[config.mk]
export PLATFORM = sky130hd
export DESIGN_NAME = srt_cell
export DESIGN_NICKNAME = d
export VERILOG_FILES = /design/src/hdl/srt_pkg.sv /design/src/hdl/srt_cell.sv
export SDC_FILE = /design/constraint.sdc
export NUM_CORES = 1
export LEC_CHECK = 0
export BUFFER_PORTS_ARGS = -buffer_cell sky130_fd_sc_hd__buf_2
export CORE_MARGIN = 4
export CORE_UTILIZATION = 35
export CTS_BUF_LIST = sky130_fd_sc_hd__clkbuf_4 sky130_fd_sc_hd__clkbuf_8
export DETAILED_ROUTE_END_ITERATION = 10
export PLACE_DENSITY = 0.73
export SLEW_MARGIN = 25
export SYNTH_ARGS = -nofsm -noshare
export SYNTH_HDL_FRONTEND = slang
export SYNTH_SLANG_ARGS = --single-unit
[constraint.sdc]
create_clock -name aclk -period 1.45 [get_ports aclk]
set_input_delay 0.145 -clock aclk [delete_from_list [all_inputs] [get_ports aclk]]
set_output_delay 0.145 -clock aclk [all_outputs]
set_load 0.01 [all_outputs]
[src/hdl/srt_pkg.sv]
// ----------------------------------------------------------------------------
// Slot reservation table package
// Holds the sizes, codes and types that the table cells and the controller share.
// ----------------------------------------------------------------------------
package srt_pkg;

    localparam int TABLE_DEPTH = 64;
    localparam int IDX_W       = $clog2(TABLE_DEPTH);
    localparam int CNT_W       = $clog2(TABLE_DEPTH + 1);
    localparam int TIME_W      = 32;
    localparam int AGENT_W     = 8;
    localparam int STEP_W      = 16;
    localparam int FUNC_W      = 3;
    localparam int STATUS_W    = 2;

    localparam logic [FUNC_W-1:0] FN_CHECK    = 3'd0;
    localparam logic [FUNC_W-1:0] FN_FIND     = 3'd1;
    localparam logic [FUNC_W-1:0] FN_RESERVE  = 3'd2;
    localparam logic [FUNC_W-1:0] FN_NEXT     = 3'd3;
    localparam logic [FUNC_W-1:0] FN_RSV_NEXT = 3'd4;
    localparam logic [FUNC_W-1:0] FN_REMOVE   = 3'd5;
    localparam logic [FUNC_W-1:0] FN_COPY     = 3'd6;
    localparam logic [FUNC_W-1:0] FN_COUNT    = 3'd7;

    localparam logic [STATUS_W-1:0] ST_OK    = 2'd0;
    localparam logic [STATUS_W-1:0] ST_TAKEN = 2'd1;
    localparam logic [STATUS_W-1:0] ST_FULL  = 2'd2;

    typedef struct packed {
        logic [TIME_W-1:0]  slot_time;
        logic [AGENT_W-1:0] agent;
    } entry_t;

    typedef struct packed {
        entry_t main_e;
        entry_t pre_e;
    } cell_data_t;

    // Controls common to every cell.
    typedef struct packed {
        logic rot_main;
        logic rot_pre;
        logic copy;
    } cell_ctrl_t;

    // Controls that differ from cell to cell.
    typedef struct packed {
        logic load_main;
        logic load_pre;
        logic shift_main;
        logic shift_pre;
    } cell_sel_t;

endpackage

[src/hdl/srt_cell.sv]
// ----------------------------------------------------------------------------
// Slot reservation table cell
// Holds one main and one preliminary entry and passes them to its left neighbor.
// ----------------------------------------------------------------------------
module srt_cell (
    input  logic                aclk,
    input  srt_pkg::cell_ctrl_t ctrl,
    input  srt_pkg::cell_sel_t  sel,
    input  srt_pkg::entry_t     wr_entry,
    input  srt_pkg::cell_data_t nb_in,
    output srt_pkg::cell_data_t data_out
);

    srt_pkg::cell_data_t data_reg;
    srt_pkg::cell_data_t data_next;

    always_comb begin
        data_next = data_reg;
        if (sel.load_main) begin
            data_next.main_e = wr_entry;
        end else if (ctrl.rot_main || sel.shift_main) begin
            data_next.main_e = nb_in.main_e;
        end
        if (ctrl.copy) begin
            data_next.pre_e = data_reg.main_e;
        end else if (sel.load_pre) begin
            data_next.pre_e = wr_entry;
        end else if (ctrl.rot_pre || sel.shift_pre) begin
            data_next.pre_e = nb_in.pre_e;
        end
    end

    always_ff @(posedge aclk) begin
        data_reg <= data_next;
    end

    assign data_out = data_reg;

endmodule

==> qor.txt <==
Outcome: finished clean
Flops & latches, synth: 80
Post-Synthesis Cells: 260
Fill cell count: 974
Synth top area cells: edfxtp_1 64%, mux2_2 12%, mux2i_1 11%
Final setup violation count: 0
Hold path start: nb_in[50]
Die X: 111 µm
Reg clk slew, reported paths: 0.08 ns
Post-CTS setup buffer count: 0
Tmin final: 1.07 ns
Post-synth top area share: 0.644
Max-cap violations: 0
Crit path kind: flip-flop to output port
Pwr dens: 1040 mW/mm²
Worst Path Buf+Inv: 1
Clk buf depth: 2
Mean Syn Cell Area: 14.4 µm²
CP Max Fanout: 1
Mapped Area: 0.00373 mm²
Crit. Startpoint: data_out[18]$_DFFE_PP_
Worst reg2reg path endpoint: data_out[39]$_DFFE_PP_
Ys Warns: 0
GRT Util Overall: 0.152
Cell row count: 37
Max_slew headroom: 0.776
Setup_tns: 0 ns
Final setup skew: 0.00529 ns
Die Span Y: 111 µm
Worst Hold Class: primary input to flip-flop
Pleak: 2.35 nW
Inserted Clock Buffers: 9
Vias: 2862
Area added between synthesis and finish: 36.8%
Hold_buf cts: 0
Core area: 0.0104 mm²
Avg WL per Cell: 15.9 µm
Utilization after layout: 0.492
Port bufs: 207
Hold depth: 2
Endpoints failing hold: 0
Achievable frequency: 932 MHz
IO Count: 208
Net count after synthesis: 388
DRT Wirelength: 9630 µm
GRT Residual Overflow: 0
GP Congestion: 0.820
Slew Limit Fails: 0
Die Footprint: 0.0124 mm²
Max reg flops: 80
Initial DRT Pass Iterations: 4
Worst Tran Pin Value: 0.335 ns
Final antenna-violating net count: 0
H-tree depth: 3
Crit-path slowest cell: edfxtp_1
Final Cycle Share: 0.740
Nets: 596
R2r startpoint: data_out[79]$_DFFE_PP_
Dpl hpwl: 7350 µm
Skew-Pair Late Insertion Delay: 0.33 ns
CP Cell Sequence: buf_2
Via density: 4.71
Number of remaining DRC errors: 0
Post-synth cell types: 10
ANT cells: 0
Post-CTS Resized: 0
Drt first-iter violations: 131
Critical Path Start Type: flip-flop
Vias in the first global route: 3037
Unrepaired setup endpoints after global routing: no
Initial antenna violation count: 0
Delay-heaviest family, CP: flip-flops
Crit path required time: 1.31 ns
First-pass GRT wire length: 15000 µm
Share of cells above drive strength 1: 0.573
CP peak stage delay: 0.43 ns
Sequential-to-total area share from yosys stat: 0.644
WHS Endpoint: data_out[50]$_DFFE_PP_
R2r worst-path depth: 2
CP Capture Type: output port
Largest net degree at the start of global routing: 80
CTS tree: done
Maximum vdd drop: 0.452 mV
CP arrival: 0.93 ns
R2r setup slk: 0.62 ns
CTS Sinks: 80
Total power after layout: 5.30 mW
Largest area contributor in the netlist: edfxtp_1
Starting Density: 0.360
Root Driver: clkbuf_8
-- power by group --
group	switching, mW	internal, mW
Sequential	0.104	2.85
Combinational	0.495	0.482
Clock	0.715	0.654
-- final cells by class --
type / instances / area (µm²) / share of cell area
timing repair buffer: 215 / 1160 / 0.227
multi-input combinational: 162 / 1220 / 0.239
clock buffer: 12 / 146 / 0.0287
clock inverter: 2 / 8.76 / 0.00172
tap: 136 / 170 / 0.0333
sequential: 80 / 2400 / 0.470
-- cells in the mapped netlist --
| cell | instances |
|---|---|
| buf_6 | 5 |
| nand2_1 | 40 |
| or3_1 | 1 |
| o21ai_0 | 40 |
| edfxtp_1 | 80 |
| or4_4 | 1 |
| mux2_2 | 40 |
| buf_2 | 5 |
| clkbuf_1 | 8 |
| mux2i_1 | 40 |
-- logic make-up (layout without fill, tap and decap cells) --
kind of cell	after synthesis	count (layout)	synth area share
mux	80	80	0.228
compound gates	40	40	0.0536
simple gates	42	42	0.0449
flops	80	80	0.644
buf+inv	18	229	0.0298
-- cell usage in the layout, fill, tap and decap left out --
master,instances
buf_4,3
clkinv_2,1
clkinv_1,1
clkbuf_4,3
mux2_2,40
nand2_1,40
or4_4,1
mux2i_1,40
edfxtp_1,80
or3_2,1
buf_2,207
buf_12,5
o21ai_0,40
clkbuf_8,9
-- routing by layer --
layer / vias up / routed length (µm) / global-route usage
li1: 1392 / - / -
met1: 1336 / 3770 / 0.173
met2: 120 / 4930 / 0.266
met3: 14 / 738 / 0.0491
met4: 0 / 191 / 0.0543
met5: - / 0 / 0
-- worst max-delay path by stage --
stage,endpoint,slack [ns],cells past startpoint
3_5_place_dp,data_out[10]$_DFFE_PP_,0.14,3
6_report,data_out[18],0.38,1
4_1_cts,data_out[18],0.35,1
5_1_grt,data_out[18],0.33,1
2_1_floorplan,data_out[40]$_DFFE_PP_,0.0005,1
3_3_place_gp,data_out[21]$_DFFE_PP_,0.15,3
-- stage by stage --
stage / hold slack (ns) / area (µm²) / setup slack [ns] / cells
after floorplan: 0.365 / 3730 / 0.000479 / 260
after global placement: 0.449 / 4950 / 0.149 / 593
after detailed placement: 0.454 / 4950 / 0.144 / 593
after CTS: 0.0832 / 5110 / 0.352 / 607
after global routing: 0.0751 / 5110 / 0.334 / 607
final: 0.109 / 5110 / 0.378 / 607
Note: power is estimated with default switching activity, not from simulation.
